$ cat src/rtl/cst_pkg.sv
// ----------------------------------------------------------------------------
// cst_pkg: shared types and helpers for the curve similarity test
// Sample and threshold widths, the result record handed from the
// accumulator to the threshold check, and saturating arithmetic helpers.
// ----------------------------------------------------------------------------
package cst_pkg;

  // Sample width of both curves, two's complement
  localparam int SAMPLE_BITS = 16;
  // Fraction bits of the Q format threshold
  localparam int THR_FRAC_BITS = 8;
  // Threshold register width
  localparam int THR_W = 16;
  // Accumulator width
  localparam int ACC_W = 64;
  // Reset value of the threshold register
  localparam logic [THR_W-1:0] THR_RESET = THR_W'(26);

  // Square widths: sample magnitude squared, difference magnitude squared
  localparam int SQ_W  = 2 * SAMPLE_BITS;
  localparam int SQD_W = 2 * (SAMPLE_BITS + 1);

  // Queue between accumulator and threshold check
  localparam int Q_DEPTH = 4;
  localparam int Q_AW    = $clog2(Q_DEPTH);
  localparam int Q_CW    = $clog2(Q_DEPTH + 1);

  // Threshold product width and compare width
  localparam int HALF_W = ACC_W / 2;
  localparam int PP_W   = THR_W + HALF_W;
  localparam int CMP_W  = ACC_W + THR_W;

  // Finished sums of one comparison
  typedef struct packed {
    logic [ACC_W-1:0] diff_sum;
    logic [ACC_W-1:0] area_first;
    logic [ACC_W-1:0] area_second;
    logic [THR_W-1:0] threshold;
  } cst_sums_t;

  // Clamp a wide square to the accumulator width
  function automatic logic [ACC_W-1:0] sat_sq(input logic [2*ACC_W-1:0] sq);
    logic [ACC_W-1:0] res;
    res = (|sq[2*ACC_W-1:ACC_W]) ? {ACC_W{1'b1}} : sq[ACC_W-1:0];
    return res;
  endfunction

  // Saturating add at the accumulator width
  function automatic logic [ACC_W-1:0] sat_add(input logic [ACC_W-1:0] a,
                                               input logic [ACC_W-1:0] b);
    logic [ACC_W:0] s;
    s = {1'b0, a} + {1'b0, b};
    return s[ACC_W] ? {ACC_W{1'b1}} : s[ACC_W-1:0];
  endfunction

endpackage

$ cat src/rtl/cst_front.sv
// ----------------------------------------------------------------------------
// cst_front: sample squaring and saturating accumulation
// Squares each accepted pair, adds the squares into the three running sums
// and pushes the finished sums to the queue on the last pair.
// ----------------------------------------------------------------------------
module cst_front (
  input  logic                                  clk,
  input  logic                                  rst_n,
  input  logic                                  in_valid,
  output logic                                  in_ready,
  input  logic signed [cst_pkg::SAMPLE_BITS-1:0] in_sample_a,
  input  logic signed [cst_pkg::SAMPLE_BITS-1:0] in_sample_b,
  input  logic                                  in_has_a,
  input  logic                                  in_has_b,
  input  logic                                  in_last_pair,
  input  logic [cst_pkg::THR_W-1:0]             threshold,
  input  logic                                  q_full,
  output logic                                  q_push,
  output cst_pkg::cst_sums_t                    q_push_data
);
  import cst_pkg::*;

  logic signed [SAMPLE_BITS-1:0] a_val, b_val;
  logic signed [SAMPLE_BITS:0]   d_val;
  logic [SAMPLE_BITS-1:0]        mag_a, mag_b;
  logic [SAMPLE_BITS:0]          mag_d;

  logic              s1_v_r, s1_last_r;
  logic [SQ_W-1:0]   sq_a_r, sq_b_r;
  logic [SQD_W-1:0]  sq_d_r;
  logic              s1_go, in_acc;

  logic [ACC_W-1:0]  area_a_r, area_b_r, diff_r;
  logic [ACC_W-1:0]  area_a_nxt, area_b_nxt, diff_nxt;

  // Zero absent samples, form difference and magnitudes
  always_comb begin
    a_val = in_has_a ? in_sample_a : '0;
    b_val = in_has_b ? in_sample_b : '0;
    d_val = (SAMPLE_BITS+1)'(a_val) - (SAMPLE_BITS+1)'(b_val);
    mag_a = a_val[SAMPLE_BITS-1] ? SAMPLE_BITS'(-a_val) : SAMPLE_BITS'(a_val);
    mag_b = b_val[SAMPLE_BITS-1] ? SAMPLE_BITS'(-b_val) : SAMPLE_BITS'(b_val);
    mag_d = d_val[SAMPLE_BITS] ? (SAMPLE_BITS+1)'(-d_val) : (SAMPLE_BITS+1)'(d_val);
  end

  // Hold the square stage only when a last pair meets a full queue
  assign s1_go    = !(s1_v_r && s1_last_r && q_full);
  assign in_ready = s1_go;
  assign in_acc   = in_valid && in_ready;

  // Square stage
  always_ff @(posedge clk) begin
    if (!rst_n) begin
      s1_v_r <= 1'b0;
    end else if (s1_go) begin
      s1_v_r <= in_acc;
    end
  end

  always_ff @(posedge clk) begin
    if (in_acc) begin
      sq_a_r    <= SQ_W'(mag_a) * SQ_W'(mag_a);
      sq_b_r    <= SQ_W'(mag_b) * SQ_W'(mag_b);
      sq_d_r    <= SQD_W'(mag_d) * SQD_W'(mag_d);
      s1_last_r <= in_last_pair;
    end
  end

  // Accumulate squares with saturation
  always_comb begin
    area_a_nxt = sat_add(area_a_r, sat_sq((2*ACC_W)'(sq_a_r)));
    area_b_nxt = sat_add(area_b_r, sat_sq((2*ACC_W)'(sq_b_r)));
    diff_nxt   = sat_add(diff_r, sat_sq((2*ACC_W)'(sq_d_r)));
  end

  assign q_push = s1_v_r && s1_last_r && !q_full;

  always_comb begin
    q_push_data.diff_sum    = diff_nxt;
    q_push_data.area_first  = area_a_nxt;
    q_push_data.area_second = area_b_nxt;
    q_push_data.threshold   = threshold;
  end

  // Advance sums; clear them once the last pair is pushed
  always_ff @(posedge clk) begin
    if (!rst_n) begin
      area_a_r <= '0;
      area_b_r <= '0;
      diff_r   <= '0;
    end else if (s1_v_r && s1_go) begin
      if (s1_last_r) begin
        area_a_r <= '0;
        area_b_r <= '0;
        diff_r   <= '0;
      end else begin
        area_a_r <= area_a_nxt;
        area_b_r <= area_b_nxt;
        diff_r   <= diff_nxt;
      end
    end
  end

endmodule

$ cat config.mk
export PLATFORM = sky130hd
export DESIGN_NAME = cst_front
export DESIGN_NICKNAME = d
export VERILOG_FILES = /design/src/rtl/cst_pkg.sv /design/src/rtl/cst_front.sv
export SDC_FILE = /design/constraint.sdc
export NUM_CORES = 2
export LEC_CHECK = 0
export BUFFER_PORTS_ARGS = -buffer_cell sky130_fd_sc_hd__clkbuf_2
export CAP_MARGIN = 20
export CORE_MARGIN = 4
export CORE_UTILIZATION = 64
export CTS_CLUSTER_DIAMETER = 30
export CTS_CLUSTER_SIZE = 10
export DETAILED_ROUTE_END_ITERATION = 10
export HOLD_SLACK_MARGIN = 0.1
export PLACE_DENSITY = 0.89
export SLEW_MARGIN = 10
export SYNTH_ARGS = -nofsm -noshare
export SYNTH_HDL_FRONTEND = slang
export SYNTH_SLANG_ARGS = --single-unit
$ cat constraint.sdc
create_clock -name clk -period 13.3 [get_ports clk]
set_clock_uncertainty 0.15 [all_clocks]
set_input_delay 1.33 -clock clk [delete_from_list [all_inputs] [get_ports clk]]
set_output_delay 1.33 -clock clk [all_outputs]
set_load 0.02 [all_outputs]
==> results.py <==
metrics = {
    "yosys": {
        "netlist_area_um2": 42000,
        "synth-adder-area-share_pct": 36.7,
        "yosys-top-cells-area": "sky130_fd_sc_hd__fa_1 25%, sky130_fd_sc_hd__ha_1 12%, sky130_fd_sc_hd__dfxtp_1 9.2%",
        "muxShareOfSynthArea_pct": 0.709,
        "yosysSeqAreaShare_pct": 16.1,
        "synth_xor_area_share_pct": 6.49,
        "synth_area_per_cell_um2": 8.53,
        "synth_enable_flop_cells": 96,
        "synth.yosys.warnings": 0,
        "synth-compound-area-share_pct": 15.1,
        "yosys_register_bits": 289,
        "synth_top_family_by_area": "adder cells",
        "synthArstFlopShare_pct": 0,
        "synth_top_area_cell": "sky130_fd_sc_hd__fa_1",
        "synth_flop_cell": "sky130_fd_sc_hd__dfxtp_1",
        "synth_most_common_cell": "sky130_fd_sc_hd__inv_1",
        "post_synthesis_cell_type_count": 98,
        "yosys.area_share.simple_pct": 15.4,
        "synth.cells.most_frequent": "812 x sky130_fd_sc_hd__inv_1, 520 x sky130_fd_sc_hd__fa_1, 510 x sky130_fd_sc_hd__nand2_1",
        "yosys.area.top_type_share_pct": 24.8,
        "syn_inst": 4928,
    },
    "clock_tree": {
        "clk_pin_slew_worst_paths_ns": 0.05,
        "ctsResizeCount": 0,
        "number_of_buffers_created_by_cts": 57,
        "cts_num_sinks": 289,
        "post_cts_hold_buffer_count": 0,
        "clk_latency_ns": 0.60,
        "cts_max_path_buffers": 3,
        "cts_setup_buffers": 0,
        "root_buffer": "sky130_fd_sc_hd__clkbuf_16",
        "tritoncts": "done",
        "ctsHtreeMaxLevel": 2,
    },
    "floorplan": {
        "design.die.area_um2": 69800,
        "core_area_um2": 64700,
        "dieWidth_um": 264,
        "die_h_um": 264,
        "initial_core_util_pct": 64.9,
        "floorplan.io_pins": 265,
        "row_count": 93,
    },
    "min_path": {
        "hold-path-cell-count": 1,
        "timing.hold.worst.class": "flip-flop to flip-flop",
    },
    "critical_path": {
        "critical_path.most_common_cell": "sky130_fd_sc_hd__fa_1",
        "timing.critical_path.required_ns": 13.49,
        "worst-path-max-fanout": 12,
        "crit_arrival_ns": 11.50,
        "timing.critical_path.slowest_cell_delay_ns": 0.68,
        "critPathLaunchType": "input pin",
        "timing.reg2reg.worst_path_depth": 13,
        "timing.setup.critical_path_class": "input pin to flip-flop",
        "worst_path_max_delay_cell": "sky130_fd_sc_hd__o221ai_1",
        "critPathCaptureType": "flip-flop",
    },
    "placed_design": {
        "place_congestion": 0.972,
        "port_buffers": 232,
        "dp_hpwl_mm": 91.4,
    },
    "routing": {
        "drt_iter0_markers": 4310,
        "final_antenna_net_count": 0,
        "drt-pass1-iter-count": 6,
        "wl_per_cell_um": 19.2,
        "route.detailed.vias_per_inst": 6.05,
        "wirelength_mm": 115,
        "total_via_count_after_detailed_routing": 36300,
        "drt_drc_violations_left": 0,
    },
    "sta": {
        "rsz0062_at_grt": "no",
        "pins_over_their_slew_limit": 0,
        "final.setup.tns_ns": 0,
        "max_slew_margin_pct": 30.9,
        "finalCritPeriodShare_pct": 85.0,
        "hold_viol": 0,
        "clock.fmax_ghz": 0.0884,
        "timing.final.crit_period_ns": 11.31,
        "final-setup-viol-count": 0,
        "worst-slew-pin-transition_ns": 1.03,
    },
    "finish": {
        "post_route_cells_drive_above_1_share_pct": 8.56,
        "area_delta_synth_final_pct": 8.94,
        "fillCellCount": 4679,
        "design.final.nets": 6062,
    },
    "run_status": {
        "result_of_the_run": "completed",
    },
    "global_routing": {
        "overflow": 0,
        "wire_length_of_the_first_global_routing_pass_mm": 188,
        "grt_start_max_net_pins": 93,
        "grt_usage_pct": 32.6,
        "number_of_antenna_violations_at_the_first_check_in_global_routing": 11,
        "grt_pass1_vias": 36600,
    },
    "job": {
        "maxCapViolCount": 0,
    },
}
[final cells by class]
cell class,count,area (µm²),area share (%)
repair buffers,261,1400,3.06
inverters,843,3160,6.91
clock inverters,39,412,0.899
multi-input cells,3637,31400,68.6
flip-flops and latches,289,6750,14.7
clock buffers,69,1540,3.37
diodes,8,20.0,0.0437
well taps,855,1070,2.34
[final timing paths]
| kind | to | from | slack, ns |
|---|---|---|---|
| setup reg to reg | area_b_r[54] | sq_b_r[0] | 8.64 |
| hold / removal | area_a_r[23] | area_a_r[23] | 0.33 |
| hold reg to reg | area_a_r[23] | area_a_r[23] | 0.33 |
| setup / recovery | sq_d_r[33] | in_sample_b[0] | 1.99 |
[logic make-up after synthesis]
logic type,Yosys count
compound gates,942
xor+xnor,303
fa+ha+maj,919
buf+inv,1036
flops,289
mux,28
other cells,2
simple gates,1409
[per-layer routing]
metal	global-route usage [%]	wire length [µm]	part of all wire, %	up-vias
met1	43.5	45500	40	17300
met3	7.80	12300	11	394
met4	13.0	5040	4.4	8
met5	0	87	0.076	-
li1	-	-	-	16600
met2	51.8	52000	45	1998
[cell usage in the layout (no fill, tap or decap), drive strengths merged, types with 18 or more instances in the layout]
cell,synthesis,final
inv,819,833
fa,520,520
nand2,514,514
ha,398,398
nor2,378,378
clkbuf,145,301
a21oi,229,229
xnor2,194,194
dfxtp,193,193
o21ai,174,174
a21o,115,115
xor2,109,109
edfxtp,96,96
nand3,94,94
nor3,84,84
a22o,84,84
and3,71,71
nor2b,58,58
nand2b,54,54
o21a,45,45
a31oi,45,45
clkinv,24,38
conb,2,36
nand4,34,34
buf,48,29
o21bai,27,27
a311oi,26,26
and2,25,25
a211oi,22,22
a22oi,22,22
o31ai,22,22
nor4,21,21
or3,18,18
or2,18,18
[stage by stage]
stage | util (%) | hold slack, ns | std cells | setup slack, ns | cell area [µm²]
2_1_floorplan | - | 0.304 | 4962 | 2.06 | 42100
3_3_place_gp | 67.6 | 0.315 | 5882 | 1.80 | 43800
3_5_place_dp | 67.6 | 0.321 | 5882 | 1.54 | 43800
4_1_cts | 70.7 | 0.335 | 5990 | 2.15 | 45700
6_report | 70.8 | 0.334 | 6001 | 1.99 | 45800
5_1_grt | 70.7 | 0.350 | 6000 | 1.08 | 45800
[state kept, by name, indices dropped and copies added (netlist names)]
| name | flops |
|---|---|
| area_a_r | 64 |
| area_b_r | 64 |
| diff_r | 64 |
| sq_d_r | 33 |
| sq_a_r | 31 |
| sq_b_r | 31 |
| s1_last_r | 1 |
| s1_v_r | 1 |
[worst max-delay path, delay by kind of cell]
family,cells,cell delay [ns]
AND/OR/NAND/NOR,5,1.46
XOR/XNOR,2,0.83
buffers and inverters,6,1.33
adder cells (fa/ha/maj),9,3.60
AO/OA/AOI/OAI,12,2.94
Power is not shown: default switching activity piles up to over one toggle a cycle in this logic, so the estimate is an artifact.
